### src/hdl/sbps_pkg.sv
`timescale 1ns / 1ps

package sbps_pkg;

	localparam int MaxPattern = 16;
	localparam int WinDepth   = MaxPattern - 1;
	localparam int FillW      = $clog2(WinDepth + 1);
	localparam int AddrW      = 48;
	localparam int LenW       = 5;
	localparam int BplW       = 9;
	localparam int CfgIdxW    = 3;
	localparam int CfgDataW   = 64;

	localparam logic [CfgIdxW-1:0] CfgPatternLow    = 3'd0;
	localparam logic [CfgIdxW-1:0] CfgPatternHigh   = 3'd1;
	localparam logic [CfgIdxW-1:0] CfgPatternLength = 3'd2;
	localparam logic [CfgIdxW-1:0] CfgStartOffset   = 3'd3;
	localparam logic [CfgIdxW-1:0] CfgBytesPerLine  = 3'd4;

	typedef logic [MaxPattern-1:0][7:0] sbps_pattern_t;

	// Stream position as seen by the current item, after any restart.
	typedef struct packed {
		logic [WinDepth-1:0][7:0]       bytes;
		logic [WinDepth-1:0][AddrW-1:0] tags;
		logic [FillW-1:0]               fill;
		logic [AddrW-1:0]               index;
		logic [AddrW-1:0]               line;
	} sbps_view_t;

endpackage

### src/hdl/sbps_window.sv
`timescale 1ns / 1ps

module sbps_window import sbps_pkg::*; (
	input  logic            clk,
	input  logic            arst_n,
	input  logic            advance,
	input  logic            first,
	input  logic [7:0]      data_byte,
	input  logic [BplW-1:0] bpl_eff,
	output sbps_view_t      view
);

	logic [WinDepth-1:0][7:0]       bytes_q;
	logic [WinDepth-1:0][AddrW-1:0] tags_q;
	logic [FillW-1:0]               fill_q;
	logic [AddrW-1:0]               index_q;
	logic [7:0]                     column_q;
	logic [AddrW-1:0]               line_q;
	logic [7:0]                     column_eff;
	logic [8:0]                     column_inc;

	// Slots beyond the fill count never decide a match, so a restart only clears the counters.
	always_comb begin
		view.bytes = bytes_q;
		view.tags  = tags_q;
		view.fill  = first ? '0 : fill_q;
		view.index = first ? '0 : index_q;
		view.line  = first ? '0 : line_q;
		column_eff = first ? '0 : column_q;
		column_inc = {1'b0, column_eff} + 9'd1;
	end

	always_ff @(posedge clk) begin
		if (advance) begin
			bytes_q[0] <= data_byte;
			tags_q[0]  <= view.line;
			for (int k = 1; k < WinDepth; k++) begin
				bytes_q[k] <= bytes_q[k-1];
				tags_q[k]  <= tags_q[k-1];
			end
		end
	end

	always_ff @(posedge clk or negedge arst_n) begin
		if (!arst_n) begin
			fill_q   <= '0;
			index_q  <= '0;
			column_q <= '0;
			line_q   <= '0;
		end else if (advance) begin
			if (view.fill != FillW'(WinDepth)) begin
				fill_q <= view.fill + FillW'(1);
			end else begin
				fill_q <= view.fill;
			end
			index_q <= view.index + AddrW'(1);
			if (column_inc >= bpl_eff) begin
				column_q <= '0;
				line_q   <= view.line + AddrW'(1);
			end else begin
				column_q <= column_inc[7:0];
				line_q   <= view.line;
			end
		end
	end

endmodule

### src/hdl/sbps_match.sv
`timescale 1ns / 1ps

module sbps_match import sbps_pkg::*; (
	input  sbps_view_t       view,
	input  logic [7:0]       data_byte,
	input  sbps_pattern_t    pattern,
	input  logic [LenW-1:0]  len_eff,
	input  logic [AddrW-1:0] start_offset,
	output logic             hit,
	output logic [AddrW-1:0] address,
	output logic [AddrW-1:0] line
);

	logic [LenW-1:0]     len_m1;
	logic [LenW-1:0]     len_m2;
	logic [LenW-1:0]     pidx;
	logic [WinDepth-1:0] slot_ok;

	always_comb begin
		len_m1 = len_eff - LenW'(1);
		len_m2 = len_eff - LenW'(2);
		pidx   = '0;
		for (int j = 0; j < WinDepth; j++) begin
			pidx = len_m2 - LenW'(j);
			if (LenW'(j) >= len_m1) begin
				slot_ok[j] = 1'b1;
			end else begin
				slot_ok[j] = (view.bytes[j] == pattern[pidx[3:0]]);
			end
		end
		hit = (len_eff != '0) && ({1'b0, view.fill} >= len_m1) &&
		      (pattern[len_m1[3:0]] == data_byte) && (&slot_ok);
		address = start_offset + view.index - AddrW'(len_m1);
		if (len_eff > LenW'(1)) begin
			line = view.tags[len_m2[3:0]];
		end else begin
			line = view.line;
		end
	end

endmodule

### src/hdl/streaming_byte_pattern_search_core.sv
`timescale 1ns / 1ps

// Searches a byte stream for a pattern of 1 to 16 bytes, one byte per item and one item per
// clock cycle, overlapping matches included. Each byte is compared in parallel against a shift
// window of the previous 15 bytes, and a match is reported in the cycle after its last byte is
// accepted, with the absolute address of its first byte and the line index of that byte. The
// result register is emptied and refilled at the same edge, so throughput is one item per
// cycle as long as results are taken; input stall is raised only while a held result is stalled.
// An item with first set restarts addresses and line counting at that byte.
module streaming_byte_pattern_search_core import sbps_pkg::*; (
	input  logic                clk,
	input  logic                arst_n,
	input  logic                cfg_write_en,
	input  logic [CfgIdxW-1:0]  cfg_index,
	input  logic [CfgDataW-1:0] cfg_data,
	input  logic                in_valid,
	output logic                in_stall,
	input  logic [7:0]          data_byte,
	input  logic                first,
	output logic                out_valid,
	input  logic                out_stall,
	output logic [AddrW-1:0]    match_address,
	output logic [AddrW-1:0]    match_line
);

	logic [63:0]       pattern_low_q;
	logic [63:0]       pattern_high_q;
	logic [LenW-1:0]   pattern_length_q;
	logic [AddrW-1:0]  start_offset_q;
	logic [BplW-1:0]   bytes_per_line_q;
	logic [LenW-1:0]   len_eff;
	logic [BplW-1:0]   bpl_eff;
	logic              accept;
	sbps_view_t        view;
	logic              hit;
	logic [AddrW-1:0]  hit_address;
	logic [AddrW-1:0]  hit_line;
	logic              out_valid_q;
	logic [AddrW-1:0]  match_address_q;
	logic [AddrW-1:0]  match_line_q;

	always_ff @(posedge clk or negedge arst_n) begin
		if (!arst_n) begin
			pattern_low_q    <= '0;
			pattern_high_q   <= '0;
			pattern_length_q <= LenW'(1);
			start_offset_q   <= '0;
			bytes_per_line_q <= BplW'(16);
		end else if (cfg_write_en) begin
			case (cfg_index)
				CfgPatternLow:    pattern_low_q    <= cfg_data;
				CfgPatternHigh:   pattern_high_q   <= cfg_data;
				CfgPatternLength: pattern_length_q <= cfg_data[LenW-1:0];
				CfgStartOffset:   start_offset_q   <= cfg_data[AddrW-1:0];
				CfgBytesPerLine:  bytes_per_line_q <= cfg_data[BplW-1:0];
				default: ;
			endcase
		end
	end

	always_comb begin
		len_eff = (pattern_length_q > LenW'(MaxPattern)) ? LenW'(MaxPattern) : pattern_length_q;
		if (bytes_per_line_q == '0) begin
			bpl_eff = BplW'(1);
		end else if (bytes_per_line_q > BplW'(256)) begin
			bpl_eff = BplW'(256);
		end else begin
			bpl_eff = bytes_per_line_q;
		end
	end

	assign in_stall = out_valid_q && out_stall;
	assign accept   = in_valid && !in_stall;

	sbps_window u_window (
		.clk       (clk),
		.arst_n    (arst_n),
		.advance   (accept),
		.first     (first),
		.data_byte (data_byte),
		.bpl_eff   (bpl_eff),
		.view      (view)
	);

	sbps_match u_match (
		.view         (view),
		.data_byte    (data_byte),
		.pattern      ({pattern_high_q, pattern_low_q}),
		.len_eff      (len_eff),
		.start_offset (start_offset_q),
		.hit          (hit),
		.address      (hit_address),
		.line         (hit_line)
	);

	always_ff @(posedge clk or negedge arst_n) begin
		if (!arst_n) begin
			out_valid_q <= 1'b0;
		end else if (accept) begin
			out_valid_q <= hit;
		end else if (!out_stall) begin
			out_valid_q <= 1'b0;
		end
	end

	always_ff @(posedge clk) begin
		if (accept && hit) begin
			match_address_q <= hit_address;
			match_line_q    <= hit_line;
		end
	end

	assign out_valid     = out_valid_q;
	assign match_address = match_address_q;
	assign match_line    = match_line_q;

endmodule

### config.mk
export PLATFORM = sky130hd
export DESIGN_NAME = streaming_byte_pattern_search_core
export DESIGN_NICKNAME = d
export VERILOG_FILES = /design/src/hdl/sbps_pkg.sv /design/src/hdl/sbps_window.sv /design/src/hdl/sbps_match.sv /design/src/hdl/streaming_byte_pattern_search_core.sv
export SDC_FILE = /design/constraint.sdc
export NUM_CORES = 2
export LEC_CHECK = 0
export ABC_AREA = 1
export BUFFER_PORTS_ARGS = -buffer_cell sky130_fd_sc_hd__buf_2
export CORE_ASPECT_RATIO = 0.9
export CORE_MARGIN = 8
export CORE_UTILIZATION = 35
export DETAILED_ROUTE_END_ITERATION = 6
export GPL_TIMING_DRIVEN = 0
export SETUP_SLACK_MARGIN = 0.4
export SLEW_MARGIN = 25
export SYNTH_ARGS = -nofsm -noshare
export SYNTH_HDL_FRONTEND = slang
export SYNTH_SLANG_ARGS = --single-unit
export TNS_END_PERCENT = 50
### constraint.sdc
create_clock -name clk -period 31.9 [get_ports clk]
set_input_delay 3.19 -clock clk [delete_from_list [all_inputs] [get_ports clk]]
set_output_delay 3.19 -clock clk [all_outputs]
set_load 0.02 [all_outputs]
# --- After elaboration in Yosys (flattened, before gate mapping) ---
# Cells that the tools add are included.
# W data, S select, Z words.
totals:
  rom_bits: 0
  latchBits: 0
  regBits: 1235
  input_bits: 81
  mem_bits_rw: 0
  memories: 0
  word_cells: 200
op_classes:
  shifts: 0
  add_sub_neg: 22
  order_cmp: 36
  n_mux: 62
  div_mod_pow: 0
  n_reduce_logical: 16
  n_mul: 0
  n_eq_ne: 22
  bitwise: 0
op_table:
  columns: ["operator", "count"]
  rows:
  - ["$bmux W8 S4", 16]
  - ["$mux W48", 5]
  - ["$bmux W48 S4", 1]
  - ["$mux W8", 18]
  - ["$eq A8 B8 Y1", 16]
  - ["$add A48 B1 Y48 const B", 2]
  - ["$lt A4 B5 Y1 const B", 16]
  - ["$add A48 B48 Y48", 1]
  - ["$sub A48 B5 Y48", 1]
  - ["$ge A4 B5 Y1 const A", 7]
  - ["$sub A4 B4 Y4 const B", 7]
  - ["$ge A3 B5 Y1 const A", 4]
  - ["$mux W9", 2]
  - ["$mux W1", 17]
  - ["$sub A4 B3 Y4 const B", 4]
  - ["$reduce_and A15 Y1", 1]
  - ["$sub A4 B2 Y4 const B", 3]
  - ["$ge A1 B5 Y1 const A", 2]
  - ["$ge A2 B5 Y1 const A", 2]
  - ["$reduce_and A2 Y1", 5]
  - ["$add A8 B1 Y9 const B", 1]
  - ["$ge A9 B9 Y1", 1]
  - ["$gt A9 B9 Y1 const B", 1]
  - ["$logic_not A9 Y1", 1]
  - ["17 further kinds", 24]

# --- Longest topological paths before layout ---
logic_depth:
  depth_word: 11
  depth_mapped: 32
  ltp_nobuf: 24

# --- Hierarchy ---
# From an unflattened synthesis, not the netlist that was laid out.
hier_totals:
  cells_unflattened: 6932
  hier_area_um2: 63264.4
modules_own_cells:
  columns: ["module", "cells_each", "n_inst", "area_per_inst_um2"]
  rows:
  - ["sbps_window", 2134, 1, 33674.8]
  - ["sbps_match", 3977, 1, 19502.5]
  - ["streaming_byte_pattern_search_core", 821, 1, 10087.2]

# --- Least setup slack after synthesis ---
# Ideal clock, no wire load.
synth_timing:
  kind: "input to register"
  startpoint: "input out_stall"
  endpoint: "register u_window.column_q[1]"
  cell_stages: 6
  arrival_time_ns: 27.087
  required_ns: 30.772
  slack_ns: 3.685
  path_buffers: 2
  path_cell_list: "nand2_1 > nand2_1 > inv_1 > clkbuf_1 > clkbuf_1 > o21ai_0"
synth_between:
  elab_chain_cells: 3
synth_rtl:
  columns: ["item", "line_no", "source"]
  rows:
  - ["start: declaration", "streaming_byte_pattern_search_core.sv:21", "input logic out_stall,"]
  - ["$logic_and A1 B1 Y1", "streaming_byte_pattern_search_core.sv:72", "assign in_stall = out_valid_q && out_stall;"]
  - ["$logic_not A1 Y1", "streaming_byte_pattern_search_core.sv:73", "assign accept = in_valid && !in_stall;"]
  - ["$logic_and A1 B1 Y1", "streaming_byte_pattern_search_core.sv:73", null]
  - ["named net accept", "streaming_byte_pattern_search_core.sv:33", "logic accept;"]
  - ["end signal: assignment", "sbps_window.sv:61", "column_q <= column_inc[7:0];"]
  - ["end: declaration", "sbps_window.sv:17", "logic [7:0] column_q;"]
# The timed path passes the listed nets, and every way through them passes these cells.
# A chain may end at the register's enable or synchronous reset.

# --- Final worst setup path ---
layout_timing:
  startpoint: "input first"
  endpoint: "register match_address_q[47] (netlist: match_address[47]) (data pin)"
layout_between:
  elab_chain_cells: 3
layout_rtl:
  columns: ["item", "line_no", "source"]
  rows:
  - ["start: declaration", "streaming_byte_pattern_search_core.sv:19", "input logic first,"]
  - ["$mux W48", "sbps_window.sv:27", "view.index = first ? '0 : index_q;"]
  - ["$add A48 B48 Y48", "sbps_match.sv:33", "address = start_offset + view.index - AddrW'(len_m1);"]
  - ["$sub A48 B5 Y48", "sbps_match.sv:33", null]
  - ["named net hit_address[47]", "streaming_byte_pattern_search_core.sv:36", "logic [AddrW-1:0] hit_address;"]
  - ["end signal: assignment", "streaming_byte_pattern_search_core.sv:108", "match_address_q <= hit_address;"]
  - ["end: declaration", "streaming_byte_pattern_search_core.sv:39", "logic [AddrW-1:0] match_address_q;"]
# The timed path passes the listed nets, and every way through them passes these cells.

==> summary.md <==
| Metric | Value |
|---|---|
| Top Ports | 179 |
| Routed Antenna Nets | 0 |
| Final Hold Vio Count | 0 |
| Pin count of the biggest net entering global routing | 81 |
| Comb pwr share | 0.404 |
| Post-synthesis sequential area ratio | 0.5728 |
| Reg power frac | 0.332 |
| Core Area | 176100 um2 |
| Layout Area Growth over Synthesis | 14.46% |
| Net Sw Frac | 0.4385 |
| Type of element capturing the critical path | register |
| Post-CTS Hold Buffers | 0 |
| Setup TNS | 0 ps |
| Routed wire per std cell | 28.87 um |
| WHS | 413.0 ps |
| DRC | 0 |
| Worst endpoint data arrival time | 10080 ps |
| Routed WL | 275200 um |
| Mapped Area | 62130 um2 |
| Full die area | 191300 um2 |
| Syn nets | 6921 |
| Post-CTS Setup Inserts | 0 |
| Syn avg cell area | 9.250 um2 |
| Leak | 28.76 nW |
| Clock power share | 0.264 |
| Post-Syn Instances | 6717 |
| Achievable frequency | 0.1047 GHz |
| Most common cell in the synthesized netlist | nand2_1 |
| Grt ovf | 0 |
| Worst slew pin tran | 1190 ps |
| R2R Path Start | pattern_length_q[0] |
| Crit-path max FO | 10 |
| Clk root buf | clkbuf_16 |
| Number of buffers inserted by port buffering | 177 |
| DR vias | 53380 |
| CTS sink cnt | 1235 |
| Hold Path Origin | u_window.view[687] |
| Initial Util | 0.3528 |
| P_sw | 2.606 mW |
| Hold Path Depth | 0 |
| Clock Pin Slew Worst Setup and Hold Paths | 60 ps |
| Max-Cap Viols | 0 |
| GP Congestion | 1.043 |
| R2R Path End | match_address[32] |
| Drt first pass iters | 7 |
| Post-synthesis cell type count | 60 |
| Layout cells sized above 1 | 0.07846 |
| Final setup viols | 0 |
| Top cell type by total area after synthesis | edfxtp_1 |
| Post-synth top area share | 0.4524 |
| Clock Latency Late Sink | 810 ps |
| Antenna violations before repair | 15 |
| Largest cells by area after synthesis | edfxtp_1 (45%), dfrtp_1 (12%), nand3_1 (8.4%) |
| Clock buffer depth | 3 |
| Final core occ | 0.4038 |
| Total Routing Usage GR | 0.2773 |
| R2r setup slk | 22950 ps |
| CP required | 32430 ps |
| Starting DRT DRC Count | 7066 |
| Power Density | 83.57 nW/um2 |
| Top post-synthesis cells by count | nand2_1 (1344), nand3_1 (1041), edfxtp_1 (936), inv_1 (636), nor2_1 (614) |
| Hold Path End | u_window.view[735] |
| Half-perimeter wire length after detailed placement | 220500 um |
| Status | completed |
| Final period util | 0.2994 |
| Fillers | 17590 |
| Most used DFF post-synth | edfxtp_1 |
| Crit Path Class | in -> reg |
| Worst setup SP type | input port |
| Worst vdd rail ir drop | 49.76 uV |
| CTS Buf Count | 136 |
| Min cycle time layout | 9550 ps |
| Number of flops mapped to enable cells by yosys | 936 |
| Post-CTS sizing | 0 |
| First-pass GRT wire length | 380900 um |
| Die width | 460.1 um |
| Die H | 415.7 um |
| Vias per Instance | 5.599 |
| Final slew viol count | 0 |
| Vias in the first global route | 50110 |
| Yosys warns | 0 |
| Async SR Flop Fraction | 0.2421 |
| Slew margin rel. | 0.2064 |
| Layout Skew | 52.86 ps |
| Reg2Reg Depth | 33 |
| Pint | 3.337 mW |
| CTS H-tree lvls | 4 |
| Final nets | 7262 |
| RSZ-0062 raised after global routing | false |
| CTS tree | built |
| Rows | 146 |
| #FFs+latches synth | 1235 |
| Hold Crit Class | reg -> reg |
## placed cells by master, fill, tap and decap left out, drive strengths merged, types with 13 or more instances in the layout
cell type	count
edfxtp	936
nand3	1043
buf	329
xor2	96
inv	652
clkbuf	389
o32ai	13
clkinv	59
a41oi	46
nor4	20
dfrtp	297
o22ai	133
o21ai	587
a21oi	135
nor3	42
nand2	1362
o311ai	36
nand4	38
nor2	629
nand3b	71
ha	120
xnor2	59
## power groups by stage
stage,Clock [mW],Combinational [mW],Sequential [mW]
after global routing,1.65,2.55,1.98
after CTS,1.59,2.33,1.97
after detailed placement,0,2.32,2.00
after floorplan,0,1.32,2.00
after global placement,0,2.31,2.07
final,1.57,2.40,1.97
## per-stage QoR
step | worst slack, ps | area, um2 | cells | total power [mW]
3_3_place_gp | -7990 | 65980 | 9262 | 4.385
2_1_floorplan | 3685 | 62130 | 6717 | 3.326
3_5_place_dp | 21750 | 66670 | 9288 | 4.324
4_1_cts | 22600 | 71110 | 9531 | 5.898
6_report | 22350 | 71120 | 9534 | 5.943
5_1_grt | 22050 | 71110 | 9531 | 6.181
## state kept, by name, summed over array words and instances, names as in the netlist
register           cells
u_window.fill_q        4
u_window.view        840
u_window.column_q      8
match_address         48
out_valid              1
pattern_low_q         64
pattern_length_q       5
pattern_high_q        64
match_line            48
bytes_per_line_q       9
u_window.index_q      48
start_offset_q        48
u_window.line_q       48
## final cells by class
cell class,instances,area (um2),share of cell area
inverter,648,2434,0.03422
antenna,3,7.507,0.0001056
timing repair buffer,203,1544,0.02171
tap,2368,2963,0.04166
buffer,345,1489,0.02094
clock inverter,73,818.3,0.01151
multi-input combinational,4489,22650,0.3184
sequential,1235,35590,0.5005
clock buffer,170,3622,0.05093
## critical path: stages
cell	delay [ps]
buf_6	150
buf_2	300
buf_2	380
buf_2	320
buf_1	650
buf_1	650
buf_2	430
nor2_1	130
fa_1	450
ha_1	360
a21oi_1	160
nand2_1	100
a21boi_0	430
o21ai_0	390
a21oi_1	550
o21ai_0	360
a21oi_1	490
nor2_1	120
nor3_1	170
nor2_1	90
xor2_1	150
## per-layer routing
metal | up-vias | GRT usage | part of all wire
met5 | - | 0.002269 | 0.00025
met4 | 4 | 0.1013 | 0.043
met3 | 393 | 0.06179 | 0.093
met2 | 2647 | 0.4045 | 0.42
met1 | 26490 | 0.4026 | 0.45
li1 | 23840 | - | -
## cell families after synthesis
group / after synthesis / synth area share
simple gates: 3210 / 0.2255
compound gates: 1001 / 0.09126
flops: 1235 / 0.5728
fa+ha+maj: 123 / 0.02513
xor+xnor: 155 / 0.02239
buf+inv: 993 / 0.06293
## worst max-delay path by stage
stage                     startpoint                    to  cells after the start
after detailed placement       first     match_address[47]                     21
final                          first     match_address[47]                     21
after CTS                      first     match_address[47]                     21
after floorplan            out_stall  u_window.column_q[1]                      6
after global routing           first     match_address[47]                     21
after global placement     out_stall  u_window.column_q[6]                      7
No activity file was read; power rests on OpenSTA's default activity.
